**src/hw/rtl/tst_pkg.sv**
```systemverilog
// Shared types and constants for the timer slot table.
// Holds the request opcode, result status codes and the request record.
// Depends on nothing; every other file of the block imports it.
package tst_pkg;

	// Field widths fixed by the interface.
	localparam int SLOT_W = 5;
	localparam int DATA_W = 32;

	// Default table size and the cap on results per check request.
	localparam int NUM_SLOTS_DEF = 32;
	localparam int MAX_RES = 32;

	// Request queue depth between front and back; must be a power of two.
	localparam int QUEUE_DEPTH = 2;

	// Request opcodes as carried on the func port.
	typedef enum logic [1:0] {
		OP_ADD    = 2'd0,
		OP_REMOVE = 2'd1,
		OP_CHECK  = 2'd2,
		OP_REARM  = 2'd3
	} op_t;

	// Result status codes.
	typedef enum logic [1:0] {
		ST_OK       = 2'd0,
		ST_FULL     = 2'd1,
		ST_INACTIVE = 2'd2,
		ST_NONE_DUE = 2'd3
	} status_t;

	// A classified request as it travels through the queue.
	typedef struct packed {
		op_t               op;
		logic [SLOT_W-1:0] slot;
		logic              in_range;
		logic              stop;
		logic [DATA_W-1:0] interval;
		logic [DATA_W-1:0] deadline;
		logic [DATA_W-1:0] now;
	} req_t;

endpackage

```
**src/hw/rtl/tst_front.sv**
```systemverilog
// Front end of the timer slot table: decodes and classifies an incoming request.
// Produces the request record that is stored in the queue.
// Depends on tst_pkg.
module tst_front import tst_pkg::*; #(
	parameter int NUM_SLOTS = NUM_SLOTS_DEF
) (
	input  logic [1:0]        func,
	input  logic [SLOT_W-1:0] slot,
	input  logic [DATA_W-1:0] interval,
	input  logic [DATA_W-1:0] now,
	output req_t              req
);

	logic [DATA_W-1:0] iv_eff;
	op_t               op;

	// An add with a zero interval runs with an interval of one tick.
	assign op = op_t'(func);
	assign iv_eff = (op == OP_ADD && interval == '0) ? DATA_W'(1) : interval;

	// Classify the request and work out its new deadline ahead of the back end.
	always_comb begin
		req.op       = op;
		req.slot     = slot;
		req.in_range = (32'(slot) < 32'(NUM_SLOTS));
		req.stop     = (interval == '0);
		req.interval = iv_eff;
		req.deadline = now + iv_eff;
		req.now      = now;
	end

endmodule

```
**src/hw/rtl/tst_queue.sv**
```systemverilog
// Short request queue between the front and back ends of the timer slot table.
// Lets the front accept a request while the back end is still busy.
// Depends on tst_pkg.
module tst_queue import tst_pkg::*; (
	input  logic clk,
	input  logic arst_n,
	input  logic push_valid,
	output logic push_ready,
	input  req_t push_data,
	output logic pop_valid,
	input  logic pop_ready,
	output req_t pop_data
);

	localparam int PTR_W = (QUEUE_DEPTH > 1) ? $clog2(QUEUE_DEPTH) : 1;

	req_t             entry_q [QUEUE_DEPTH];
	logic [PTR_W-1:0] wr_ptr_q;
	logic [PTR_W-1:0] rd_ptr_q;
	logic [PTR_W:0]   count_q;
	logic             push;
	logic             pop;

	assign push_ready = (count_q != (PTR_W+1)'(QUEUE_DEPTH));
	assign pop_valid  = (count_q != '0);
	assign pop_data   = entry_q[rd_ptr_q];
	assign push       = push_valid && push_ready;
	assign pop        = pop_valid && pop_ready;

	// Entry storage.
	always_ff @(posedge clk) begin
		if (push) begin
			entry_q[wr_ptr_q] <= push_data;
		end
	end

	// Pointers and fill count.
	always_ff @(posedge clk or negedge arst_n) begin
		if (!arst_n) begin
			wr_ptr_q <= '0;
			rd_ptr_q <= '0;
			count_q  <= '0;
		end else begin
			if (push) begin
				wr_ptr_q <= wr_ptr_q + 1'b1;
			end
			if (pop) begin
				rd_ptr_q <= rd_ptr_q + 1'b1;
			end
			if (push && !pop) begin
				count_q <= count_q + 1'b1;
			end else if (pop && !push) begin
				count_q <= count_q - 1'b1;
			end
		end
	end

endmodule

```
**src/hw/rtl/tst_back.sv**
```systemverilog
// Back end of the timer slot table: slot flags, the interval/deadline memory,
// the sequencer that scans the slots, and the result register.
// Depends on tst_pkg.
module tst_back import tst_pkg::*; #(
	parameter int NUM_SLOTS = NUM_SLOTS_DEF
) (
	input  logic              clk,
	input  logic              arst_n,
	input  req_t              req,
	input  logic              req_valid,
	output logic              req_ready,
	output logic [SLOT_W-1:0] slot_res,
	output logic [1:0]        status,
	output logic [DATA_W-1:0] due_interval,
	output logic              last,
	output logic              out_valid,
	input  logic              out_ready
);

	localparam int IDX_W = (NUM_SLOTS > 1) ? $clog2(NUM_SLOTS) : 1;
	localparam int CW    = IDX_W + 1;
	localparam int CNT_W = $clog2(MAX_RES) + 1;

	typedef enum logic [2:0] {
		S_IDLE,
		S_ADD,
		S_ONE,
		S_CHECK,
		S_FIN
	} state_t;

	state_t              state_q;
	req_t                cur_q;
	logic [CW-1:0]       scan_q;
	logic [CNT_W-1:0]    cnt_q;
	logic [NUM_SLOTS-1:0] active_q;
	logic [NUM_SLOTS-1:0] pending_q;

	// Check pipeline: stage 2 evaluates the slot whose memory word was just read.
	logic                v_s2_q;
	logic                elig_s2_q;
	logic [IDX_W-1:0]    idx_s2_q;

	// Due result held back until it is known whether it is the final one.
	logic                hold_v_q;
	logic [IDX_W-1:0]    hold_slot_q;
	logic [DATA_W-1:0]   hold_iv_q;

	// Result register.
	logic                out_valid_q;
	logic [SLOT_W-1:0]   out_slot_q;
	status_t             out_status_q;
	logic [DATA_W-1:0]   out_iv_q;
	logic                out_last_q;

	// Interval and deadline memory, one word per slot: {interval, deadline}.
	logic [2*DATA_W-1:0] slot_mem_q [NUM_SLOTS];
	logic [2*DATA_W-1:0] rd_data_q;
	logic                mem_we;
	logic [IDX_W-1:0]    mem_waddr;
	logic [2*DATA_W-1:0] mem_wdata;
	logic                rd_en;

	logic [IDX_W-1:0]    scan_idx;
	logic [IDX_W-1:0]    cur_idx;
	logic                cur_ok;
	logic                out_free;
	logic                out_load;
	logic                issue;
	logic [DATA_W-1:0]   rd_iv;
	logic [DATA_W-1:0]   rd_deadline;
	logic [DATA_W-1:0]   diff;
	logic                due;
	logic                stall;

	assign scan_idx    = scan_q[IDX_W-1:0];
	assign cur_idx     = IDX_W'(cur_q.slot);
	assign cur_ok      = cur_q.in_range && active_q[cur_idx];
	assign out_free    = !out_valid_q || out_ready;
	assign req_ready   = (state_q == S_IDLE);

	// Due test: the wrapped difference now - deadline is not negative.
	assign rd_iv       = rd_data_q[2*DATA_W-1:DATA_W];
	assign rd_deadline = rd_data_q[DATA_W-1:0];
	assign diff        = cur_q.now - rd_deadline;
	assign issue       = (scan_q < CW'(NUM_SLOTS));
	assign due         = v_s2_q && elig_s2_q && !diff[DATA_W-1];
	assign stall       = due && hold_v_q && !out_free;
	assign rd_en       = (state_q == S_CHECK) && issue && !stall;

	// The result register takes a new result in this cycle.
	always_comb begin
		case (state_q)
			S_ADD: begin
				out_load = out_free &&
					(!active_q[scan_idx] || scan_q == CW'(NUM_SLOTS - 1));
			end
			S_ONE, S_FIN: begin
				out_load = out_free;
			end
			S_CHECK: begin
				out_load = due && hold_v_q && !stall;
			end
			default: begin
				out_load = 1'b0;
			end
		endcase
	end

	// Memory write port: add fills the free slot, rearm rewrites the target slot.
	always_comb begin
		mem_we    = 1'b0;
		mem_waddr = scan_idx;
		mem_wdata = {cur_q.interval, cur_q.deadline};
		case (state_q)
			S_ADD: begin
				mem_we = !active_q[scan_idx] && out_free;
			end
			S_ONE: begin
				mem_waddr = cur_idx;
				mem_we    = out_free && (cur_q.op == OP_REARM) && cur_ok && !cur_q.stop;
			end
			default: begin
				mem_we = 1'b0;
			end
		endcase
	end

	// Memory with registered read.
	always_ff @(posedge clk) begin
		if (mem_we) begin
			slot_mem_q[mem_waddr] <= mem_wdata;
		end
		if (rd_en) begin
			rd_data_q <= slot_mem_q[scan_idx];
		end
	end

	// Sequencer, slot flags and result register.
	always_ff @(posedge clk or negedge arst_n) begin
		if (!arst_n) begin
			state_q      <= S_IDLE;
			cur_q        <= '0;
			scan_q       <= '0;
			cnt_q        <= '0;
			active_q     <= '0;
			pending_q    <= '0;
			v_s2_q       <= 1'b0;
			elig_s2_q    <= 1'b0;
			idx_s2_q     <= '0;
			hold_v_q     <= 1'b0;
			hold_slot_q  <= '0;
			hold_iv_q    <= '0;
			out_valid_q  <= 1'b0;
			out_slot_q   <= '0;
			out_status_q <= ST_OK;
			out_iv_q     <= '0;
			out_last_q   <= 1'b0;
		end else begin
			if (out_ready && !out_load) begin
				out_valid_q <= 1'b0;
			end
			case (state_q)
				// Take the next request from the queue.
				S_IDLE: begin
					if (req_valid) begin
						cur_q    <= req;
						scan_q   <= '0;
						cnt_q    <= '0;
						v_s2_q   <= 1'b0;
						hold_v_q <= 1'b0;
						case (req.op)
							OP_ADD:   state_q <= S_ADD;
							OP_CHECK: state_q <= S_CHECK;
							default:  state_q <= S_ONE;
						endcase
					end
				end

				// Walk the slots for the first free one.
				S_ADD: begin
					if (!active_q[scan_idx]) begin
						if (out_free) begin
							active_q[scan_idx]  <= 1'b1;
							pending_q[scan_idx] <= 1'b0;
							out_valid_q  <= 1'b1;
							out_slot_q   <= SLOT_W'(scan_idx);
							out_status_q <= ST_OK;
							out_iv_q     <= '0;
							out_last_q   <= 1'b1;
							state_q      <= S_IDLE;
						end
					end else if (scan_q == CW'(NUM_SLOTS - 1)) begin
						if (out_free) begin
							out_valid_q  <= 1'b1;
							out_slot_q   <= '0;
							out_status_q <= ST_FULL;
							out_iv_q     <= '0;
							out_last_q   <= 1'b1;
							state_q      <= S_IDLE;
						end
					end else begin
						scan_q <= scan_q + 1'b1;
					end
				end

				// Remove or rearm a single slot.
				S_ONE: begin
					if (out_free) begin
						if (cur_ok) begin
							if (cur_q.op == OP_REMOVE || cur_q.stop) begin
								active_q[cur_idx] <= 1'b0;
							end
							pending_q[cur_idx] <= 1'b0;
						end
						out_valid_q  <= 1'b1;
						out_slot_q   <= cur_q.slot;
						out_status_q <= cur_ok ? ST_OK : ST_INACTIVE;
						out_iv_q     <= '0;
						out_last_q   <= 1'b1;
						state_q      <= S_IDLE;
					end
				end

				// Scan for due slots: read one slot, evaluate the one read before.
				S_CHECK: begin
					if (!stall) begin
						if (issue) begin
							v_s2_q    <= 1'b1;
							elig_s2_q <= active_q[scan_idx] && !pending_q[scan_idx];
							idx_s2_q  <= scan_idx;
							scan_q    <= scan_q + 1'b1;
						end else begin
							v_s2_q <= 1'b0;
						end
						if (due) begin
							pending_q[idx_s2_q] <= 1'b1;
							hold_v_q    <= 1'b1;
							hold_slot_q <= idx_s2_q;
							hold_iv_q   <= rd_iv;
							cnt_q       <= cnt_q + 1'b1;
							if (hold_v_q) begin
								out_valid_q  <= 1'b1;
								out_slot_q   <= SLOT_W'(hold_slot_q);
								out_status_q <= ST_OK;
								out_iv_q     <= hold_iv_q;
								out_last_q   <= 1'b0;
							end
						end
						if ((due && cnt_q == CNT_W'(MAX_RES - 1)) || (v_s2_q && !issue)) begin
							state_q <= S_FIN;
						end
					end
				end

				// Deliver the final check result, or the nothing-due answer.
				S_FIN: begin
					if (out_free) begin
						out_valid_q <= 1'b1;
						out_last_q  <= 1'b1;
						if (hold_v_q) begin
							out_slot_q   <= SLOT_W'(hold_slot_q);
							out_status_q <= ST_OK;
							out_iv_q     <= hold_iv_q;
						end else begin
							out_slot_q   <= '0;
							out_status_q <= ST_NONE_DUE;
							out_iv_q     <= '0;
						end
						hold_v_q <= 1'b0;
						state_q  <= S_IDLE;
					end
				end

				default: begin
					state_q <= S_IDLE;
				end
			endcase
		end
	end

	assign out_valid    = out_valid_q;
	assign slot_res     = out_slot_q;
	assign status       = out_status_q;
	assign due_interval = out_iv_q;
	assign last         = out_last_q;

	// A slot can only be pending while it is active.
	a_pending_active: assert property (@(posedge clk) disable iff (!arst_n)
		(pending_q & ~active_q) == '0)
		else $error("pending flag set on an inactive slot");

	// A check never reports more than the result cap.
	a_cnt_cap: assert property (@(posedge clk) disable iff (!arst_n)
		cnt_q <= CNT_W'(MAX_RES))
		else $error("check result count above cap");

	// A slot found due is marked pending on the next cycle.
	a_due_marks: assert property (@(posedge clk) disable iff (!arst_n)
		(state_q == S_CHECK && due && !stall) |=> pending_q[$past(idx_s2_q)])
		else $error("due slot not marked pending");

	// A held result is never overwritten while the result register is blocked.
	a_stall_hold: assert property (@(posedge clk) disable iff (!arst_n)
		(state_q == S_CHECK && stall) |=> ($stable(hold_slot_q) && $stable(hold_iv_q)))
		else $error("held due result changed during a stall");

endmodule

```
**src/hw/rtl/timer_slot_table_top.sv**
```systemverilog
// Timer slot table: add, remove, check and rearm of NUM_SLOTS software timers.
// One request is worked at a time. Remove and rearm update one slot and give one result;
// add scans the slots for the first free one; check scans every slot, one slot per cycle
// through the memory read port while the result register does not stall the scan.
// A two-entry request queue accepts new requests while the back end works.
// Reset clears all active and pending flags at once; timer memory needs no clearing.
module timer_slot_table_top import tst_pkg::*; #(
	parameter int NUM_SLOTS = NUM_SLOTS_DEF
) (
	input  logic              clk,
	input  logic              arst_n,
	input  logic              in_valid,
	output logic              in_ready,
	input  logic [1:0]        func,
	input  logic [SLOT_W-1:0] slot,
	input  logic [DATA_W-1:0] interval,
	input  logic [DATA_W-1:0] now,
	output logic              out_valid,
	input  logic              out_ready,
	output logic [SLOT_W-1:0] slot_res,
	output logic [1:0]        status,
	output logic [DATA_W-1:0] due_interval,
	output logic              last
);

	req_t front_req;
	req_t queue_req;
	logic queue_valid;
	logic queue_ready;

	// Request decode.
	tst_front #(
		.NUM_SLOTS(NUM_SLOTS)
	) u_front (
		.func     (func),
		.slot     (slot),
		.interval (interval),
		.now      (now),
		.req      (front_req)
	);

	// Request queue.
	tst_queue u_queue (
		.clk        (clk),
		.arst_n     (arst_n),
		.push_valid (in_valid),
		.push_ready (in_ready),
		.push_data  (front_req),
		.pop_valid  (queue_valid),
		.pop_ready  (queue_ready),
		.pop_data   (queue_req)
	);

	// Slot table engine.
	tst_back #(
		.NUM_SLOTS(NUM_SLOTS)
	) u_back (
		.clk          (clk),
		.arst_n       (arst_n),
		.req          (queue_req),
		.req_valid    (queue_valid),
		.req_ready    (queue_ready),
		.slot_res     (slot_res),
		.status       (status),
		.due_interval (due_interval),
		.last         (last),
		.out_valid    (out_valid),
		.out_ready    (out_ready)
	);

endmodule
```
**config.mk**
```make
export PLATFORM = sky130hd
export DESIGN_NAME = timer_slot_table_top
export DESIGN_NICKNAME = d
export VERILOG_FILES = /design/src/hw/rtl/tst_pkg.sv /design/src/hw/rtl/tst_front.sv /design/src/hw/rtl/tst_queue.sv /design/src/hw/rtl/tst_back.sv /design/src/hw/rtl/timer_slot_table_top.sv
export SDC_FILE = /design/constraint.sdc
export NUM_CORES = 2
export LEC_CHECK = 0
export BUFFER_PORTS_ARGS = -buffer_cell sky130_fd_sc_hd__buf_2
export CAP_MARGIN = 20
export CORE_UTILIZATION = 35
export DETAILED_ROUTE_END_ITERATION = 8
export MAX_ROUTING_LAYER = met4
export PLACE_DENSITY = 0.52
export SLEW_MARGIN = 10
export SYNTH_ARGS = -nofsm -noshare
export SYNTH_HDL_FRONTEND = slang
export SYNTH_SLANG_ARGS = --single-unit
```
**constraint.sdc**
```tcl
create_clock -name clk -period 6.2 [get_ports clk]
set_input_delay 0.62 -clock clk [delete_from_list [all_inputs] [get_ports clk]]
set_output_delay 0.62 -clock clk [all_outputs]
set_load 0.1 [all_outputs]
```
# ---- Word level (Yosys, flattened, before mapping)
# Memory sizes are Yosys's and may differ from the RTL's. A register that Yosys moved wholly into a read port is not among the register bits.
# Cells that the tools add are included.
dict set report op_classes {
  muxes 107
  add_sub_neg 8
  mul 0
  n_div 0
  eq_ne 27
  n_lt_le_gt_ge 7
  reduce_logical 67
  shift 0
  n_bitwise 8
}
# op count
set op_table {}
lappend op_table {{two-way mux 32 bit} 20}
lappend op_table {{one-hot mux 32 bit (4 select lines)} 1}
lappend op_table {{AND 32 bit} 3}
lappend op_table {{one-hot mux 32 bit (3 select lines)} 1}
lappend op_table {{NOT 32 bit} 2}
lappend op_table {{bitwise OR 32 bit} 2}
lappend op_table {{one-hot mux 32 bit (2 select lines)} 1}
lappend op_table {{two-way mux 5 bit} 11}
lappend op_table {{two-way mux 6 bit} 7}
lappend op_table {{adder 32 bit} 1}
lappend op_table {{zero test 32 bit} 1}
lappend op_table {{subtractor 32 bit} 1}
lappend op_table {{two-way mux 1 bit} 29}
lappend op_table {{two-way mux 2 bit} 13}
lappend op_table {{logical AND 1 bit} 25}
lappend op_table {{inequality test 2 x 1 -> 1 bit, second input constant} 10}
lappend op_table {{one-hot mux 5 bit (4 select lines)} 1}
lappend op_table {{< comparator 5 x 6 -> 1 bit, second input constant} 3}
lappend op_table {{two-way mux 3 bit} 6}
lappend op_table {{one-hot mux 6 bit (3 select lines)} 1}
lappend op_table {{AND reduction 6 bit} 3}
lappend op_table {{binary-select mux 1 bit (select 5 bit)} 3}
lappend op_table {{demux 1 bit (select 5 bit)} 3}
lappend op_table {{>= comparator 5 x 1 -> 1 bit, second input constant} 3}
lappend op_table {{35 further kinds} 73}
dict set report word_totals {
  latch_bits 0
  wordCells 252
  ram_bits 2256
  memories 2
  romBits 0
  reg_bits 274
  out_inout_bits 42
}
# name words word_bits read_ports rd_ports_with_merged_regs wr line
set memory_table {}
lappend memory_table {u_back.slot_mem_q 32 64 1 1 1 tst_back.sv:57} ;# logic [2*DATA_W-1:0] slot_mem_q [NUM_SLOTS];
lappend memory_table {u_queue.entry_q 2 104 1 0 1 tst_queue.sv:17} ;# req_t entry_q [QUEUE_DEPTH];

# ---- Logic depth before layout (Yosys ltp)
dict set report logic_depth {
  word_depth 15
  mapped_depth 17
  depth_no_buf 17
}

# ---- Modules after synthesis
# A second synthesis with hierarchy kept.
dict set report unflattened {
  cells_unflattened 5239
  hier_area_um2 101457.3
}
# module cells_each instances area_each_um2
set by_module_without_submodules {}
lappend by_module_without_submodules {tst_back 4566 1 91317.6}
lappend by_module_without_submodules {tst_queue 345 1 7930.1}
lappend by_module_without_submodules {tst_front 328 1 2209.6}

# ---- Worst setup path after synthesis
# No wires, ideal clock.
dict set report synth_path {
  kind {reg2reg}
  from {register u_queue.count_q[0]}
  to {memory u_queue.entry_q[0][0] (netlist name) (enable)}
  slack_ns -0.214
  path_stages_with_launch 4
  t_required_ns 5.632
  period_less_slack_ns 6.414
  arrival_ns 5.846
  path_cell_list {dfrtp_1 -> nand2b_1 -> nand2_1 -> nor2_1}
}
dict set report synth_between {
  elab_chain_len 4
}
# element line
set synth_lines {}
lappend synth_lines {{start: declaration} tst_queue.sv:20} ;# logic [PTR_W:0] count_q;
lappend synth_lines {{start signal: assignment} tst_queue.sv:51} ;# count_q <= count_q + 1'b1;
lappend synth_lines {{start signal: assignment} tst_queue.sv:53} ;# count_q <= count_q - 1'b1;
lappend synth_lines {{inequality test 2 bit} tst_queue.sv:24} ;# assign push_ready = (count_q != (PTR_W+1)'(QUEUE_DEPTH));
lappend synth_lines {{via in_ready} timer_slot_table_top.sv:13} ;# output logic in_ready,
lappend synth_lines {{logical AND 1 bit} tst_queue.sv:27} ;# assign push = push_valid && push_ready;
lappend synth_lines {{two-way mux 1 bit} tst_queue.sv:32} ;# if (push) begin
lappend synth_lines {{two-way mux 1 bit (not written as such)} tst_queue.sv:33} ;# entry_q[wr_ptr_q] <= push_data;
lappend synth_lines {{end: declaration} tst_queue.sv:17}
# The timed path passes the listed nets, and every way through them passes these cells.

# ---- Final worst setup path
dict set report layout_path {
  from {register u_back.scan_q[0]}
  to {memory u_back.slot_mem_q[26][32] (netlist name) (enable)}
}
dict set report layout_between {
  elab_chain_len 7
  elab_cells_between_ends 8
}
# element line
set layout_lines {}
lappend layout_lines {{start: declaration} tst_back.sv:34} ;# logic [CW-1:0] scan_q;
lappend layout_lines {{start signal: assignment} tst_back.sv:203} ;# scan_q <= scan_q + 1'b1;
lappend layout_lines {{start signal: assignment} tst_back.sv:232} ;# scan_q <= scan_q + 1'b1;
lappend layout_lines {{binary-select mux 1 bit (select 5 bit)} tst_back.sv:117} ;# mem_we = !active_q[scan_idx] && out_free;
lappend layout_lines {{two-way mux 1 bit (not written as such)} tst_back.sv:117}
lappend layout_lines {{zero test 1 bit} --}
lappend layout_lines {{logical AND 1 bit} tst_back.sv:117}
lappend layout_lines {{one-hot mux 1 bit (2 select lines)} tst_back.sv:115} ;# case (state_q)
lappend layout_lines {{two-way mux 1 bit} tst_back.sv:131} ;# if (mem_we) begin
lappend layout_lines {{two-way mux 1 bit (not written as such)} tst_back.sv:132} ;# slot_mem_q[mem_waddr] <= mem_wdata;
lappend layout_lines {{end: declaration} tst_back.sv:57}
# Parallel ways exist; a longest one is shown, timed or not. The select of a mux whose other input is x is not followed.

==> results.toml <==
[logic_synthesis]
ys_seq_area_share_pct = 76.6
synth-seq-cells = 2594
ys.flop_type = "edfxtp_1"
ys_warn_count = 0
syn_avg_cell_area_um2 = 20.0
ys_async_sr_fraction_pct = 10.6
yosys.cell_types.count = 79
yosys.area.top_type = "edfxtp_1"
syn_inst = 4995
synth-edff-count = 2320
synthTopCellsByArea = "edfxtp_1, mux4_2, dfrtp_1, a22oi_1, o21ai_0"
synth_top_area_share_pct = 69.7
synth.cell_area_mm2 = 0.0999
synthTopCellsByCount = "edfxtp_1, mux4_2, dfrtp_1"
yosysMostFrequentCell = "edfxtp_1"
syn_nets = 5138

[floorplanning]
start_util_pct = 35.3
die_h_um = 536
io_pins = 117
core-area_mm2 = 0.283
dieArea_mm2 = 0.288
die_w_um = 536
placementRows = 195

[worst_setup_path]
critPathSlowestCell = "dfrtp_4"
max_stage_delay_ps = 980
arrival_ps = 5660
endpoint_kind = "flip-flop"
crit_chain = "mux4_2 -> a22oi_1 -> nand4_4 -> or4_1 -> o41ai_1 -> nand2_1 -> nor2_4 -> buf_12"
critical_path.max_fanout = 40
critPathKind = "flip-flop to flip-flop"
start_kind = "flip-flop"
cp.required_ps = 6710

[clock_network]
clock_latency_ps = 850
ctsLongestPathBuffers = 4
cts_buffers = 275
cts_resized = 0
clockRootBuffer = "clkbuf_16"
cts_max_level = 5
clock-sinks = 2594
clkTransAtPathRegs_ps = 60
cts_tree = "done"

[global_routing]
antenna_found_initial = 9
grt_start_max_net_pins = 171
grt_pass1_wl_um = 400000
grt_pass1_vias = 51822
grt_overflow_total = 0
grt_usage_pct = 20.1

[sta]
rsz0062_at_grt = "false"
fmax_ghz = 0.194
maxSlewHeadroom_pct = 26.4
hold_ws_ps = 54.1
min_period_ps = 5150
finalMaxSlewViolations = 0
period_share_pct = 83.0
setup_tns_ps = 0
finalClockSkew_ps = 34.7
finalSetupViolCount = 0
worst_slew_pin_slew_ps = 1100
timing.final.hold_violations = 0

[routing]
drcViolationCount = 0
drt-pass1-iter-count = 5
dr_total_vias = 51192
drtIter0Drc = 5334
avgViaCountPerCell = 5.52
drt_wl_total_um = 282000
ant_nets = 0
wl_per_cell_um = 30.4

[power]
vdd_drop_max_mv = 0.402
power_density_mw_per_mm2 = 429
p_leak_nw = 37.3

[status]
status = "finished, final reports clean"

[finish]
finalNetCount = 5458
synthToLayoutAreaGrowth_pct = 15.7
nFillCells = 24986
drive_gt1_share_pct = 23.8

[run]
cap_viol_max_count = 0

[placement]
dp_hpwl_um = 161000
io_buffers = 116
place_congestion = 0.867

[worst_hold_path]
hp-class = "input pin to flip-flop"
kinds of logic (layout without fill, tap and decap cells):
logic type | count (synthesis) | in the layout | synth area share, %
flops | 2594 | 2594 | 76.6
fa+ha+maj | 68 | 68 | 0.859
buf+inv | 346 | 881 | 1.34
simple gates | 537 | 537 | 2.52
xor+xnor | 33 | 33 | 0.289
mux | 683 | 683 | 13.6
other cells | 0 | 5 | 0
compound gates | 734 | 734 | 4.82
state kept, by name (all words and copies together) (netlist names), 2 cells and up:
signal,cells
u_back.hold_slot_q,5
u_back.pending_q,32
u_back.cnt_q,6
u_back.cur_idx,5
u_queue.count_q,2
u_back.idx_s2_q,5
u_back.slot_mem_q,2048
u_back.active_q,32
u_back.scan_q,6
u_back.due_interval,32
u_back.hold_iv_q,32
u_back.slot_res,5
u_back.state_q,3
u_back.status,2
u_back.rd_data_q,64
u_queue.entry_q,208
u_back.cur_q,100
per-stage QoR:
| stage | setup WS, ps | cell area (µm²) | util (%) | power (W) | instances |
|---|---|---|---|---|---|
| after floorplan | 544 | 99900 | - | 0.0298 | 4995 |
| after global placement | 1080 | 106000 | 37.5 | 0.0339 | 8720 |
| after detailed placement | 1020 | 106000 | 37.6 | 0.0342 | 8727 |
| after CTS | 983 | 115000 | 40.8 | 0.0501 | 9265 |
| after global routing | 793 | 116000 | 40.9 | 0.0515 | 9273 |
| final | 1050 | 116000 | 40.9 | 0.0497 | 9278 |
cell type report:
| class | instances | area, µm² | area share, % |
|---|---|---|---|
| clock buffer | 353 | 7480 | 6.47 |
| antenna | 5 | 12.5 | 0.0108 |
| clock inverter | 139 | 1090 | 0.947 |
| timing repair buffer | 335 | 3230 | 2.80 |
| tap | 3743 | 4680 | 4.05 |
| sequential | 2594 | 76500 | 66.2 |
| multi-input combinational | 2055 | 22400 | 19.4 |
| inverter | 54 | 213 | 0.184 |
repair_timing:
action / CTS / global route
setup buffers: 0 / 0
hold endpoints to repair: 144 / 0
hold buffers: 46 / 0
per-layer routing:
| layer | part of all wire (%) | GRT usage [%] | vias up |
|---|---|---|---|
| met5 | 0 | - | - |
| met4 | 1.7 | 3.72 | 0 |
| met3 | 5.5 | 2.93 | 356 |
| met2 | 49 | 32.3 | 1691 |
| met1 | 44 | 27.4 | 27860 |
| li1 | - | - | 21285 |
placed cells by master, fill, tap and decap left out, drive strengths merged, types with 12 or more instances in the layout:
cell and instances:
edfxtp 2320, buf 287, bufinv 13, dlygate4sd3 46
nand4 75, ha 67, xnor2 26, nor4 12
nand2b 15, mux2i 106, inv 65, o221ai 24
a21o 16, nor3 15, a21oi 76, dfrtp 274
nand2 263, a31oi 22, mux4 536, nor2b 12
nand3 26, clkbuf 355, clkinv 104, nor2 78
o21ai 244, or3 12, a22oi 263, mux2 41
o22ai 15
path summary, 6_finish.rpt:
kind / start / to / slack (ps) / cells past startpoint
hold reg to reg: u_back.due_interval[12] / u_back.due_interval[12] / 470 / 2
max in group asynchronous: arst_n / u_back.scan_q[1] / 4410 / 3
hold / removal: now[31] / u_queue.entry_q[0][31] / 50 / 1
min in group asynchronous: arst_n / u_back.due_interval[12] / 330 / 2
setup reg to reg: u_back.scan_q[0] / u_back.slot_mem_q[26][32] / 1050 / 8
setup / recovery: u_back.scan_q[0] / u_back.slot_mem_q[26][32] / 1050 / 8
worst max-delay path, delay by kind of cell, from the launching register on:
| kind | cells | cell delay (ps) |
|---|---|---|
| buf+inv | 1 | 280 |
| mux | 1 | 610 |
| flops | 1 | 980 |
| simple gates | 4 | 2340 |
| compound gates | 2 | 520 |
where the power goes:
| group | leakage (nW) | switching, W | total [W] | internal, W |
|---|---|---|---|---|
| clock network | 4.19 | 0.00678 | 0.0159 | 0.00910 |
| logic | 8.46 | 0.00658 | 0.0104 | 0.00379 |
| registers | 24.7 | 0.00132 | 0.0234 | 0.0221 |
No activity file was read; power rests on OpenSTA's default activity.
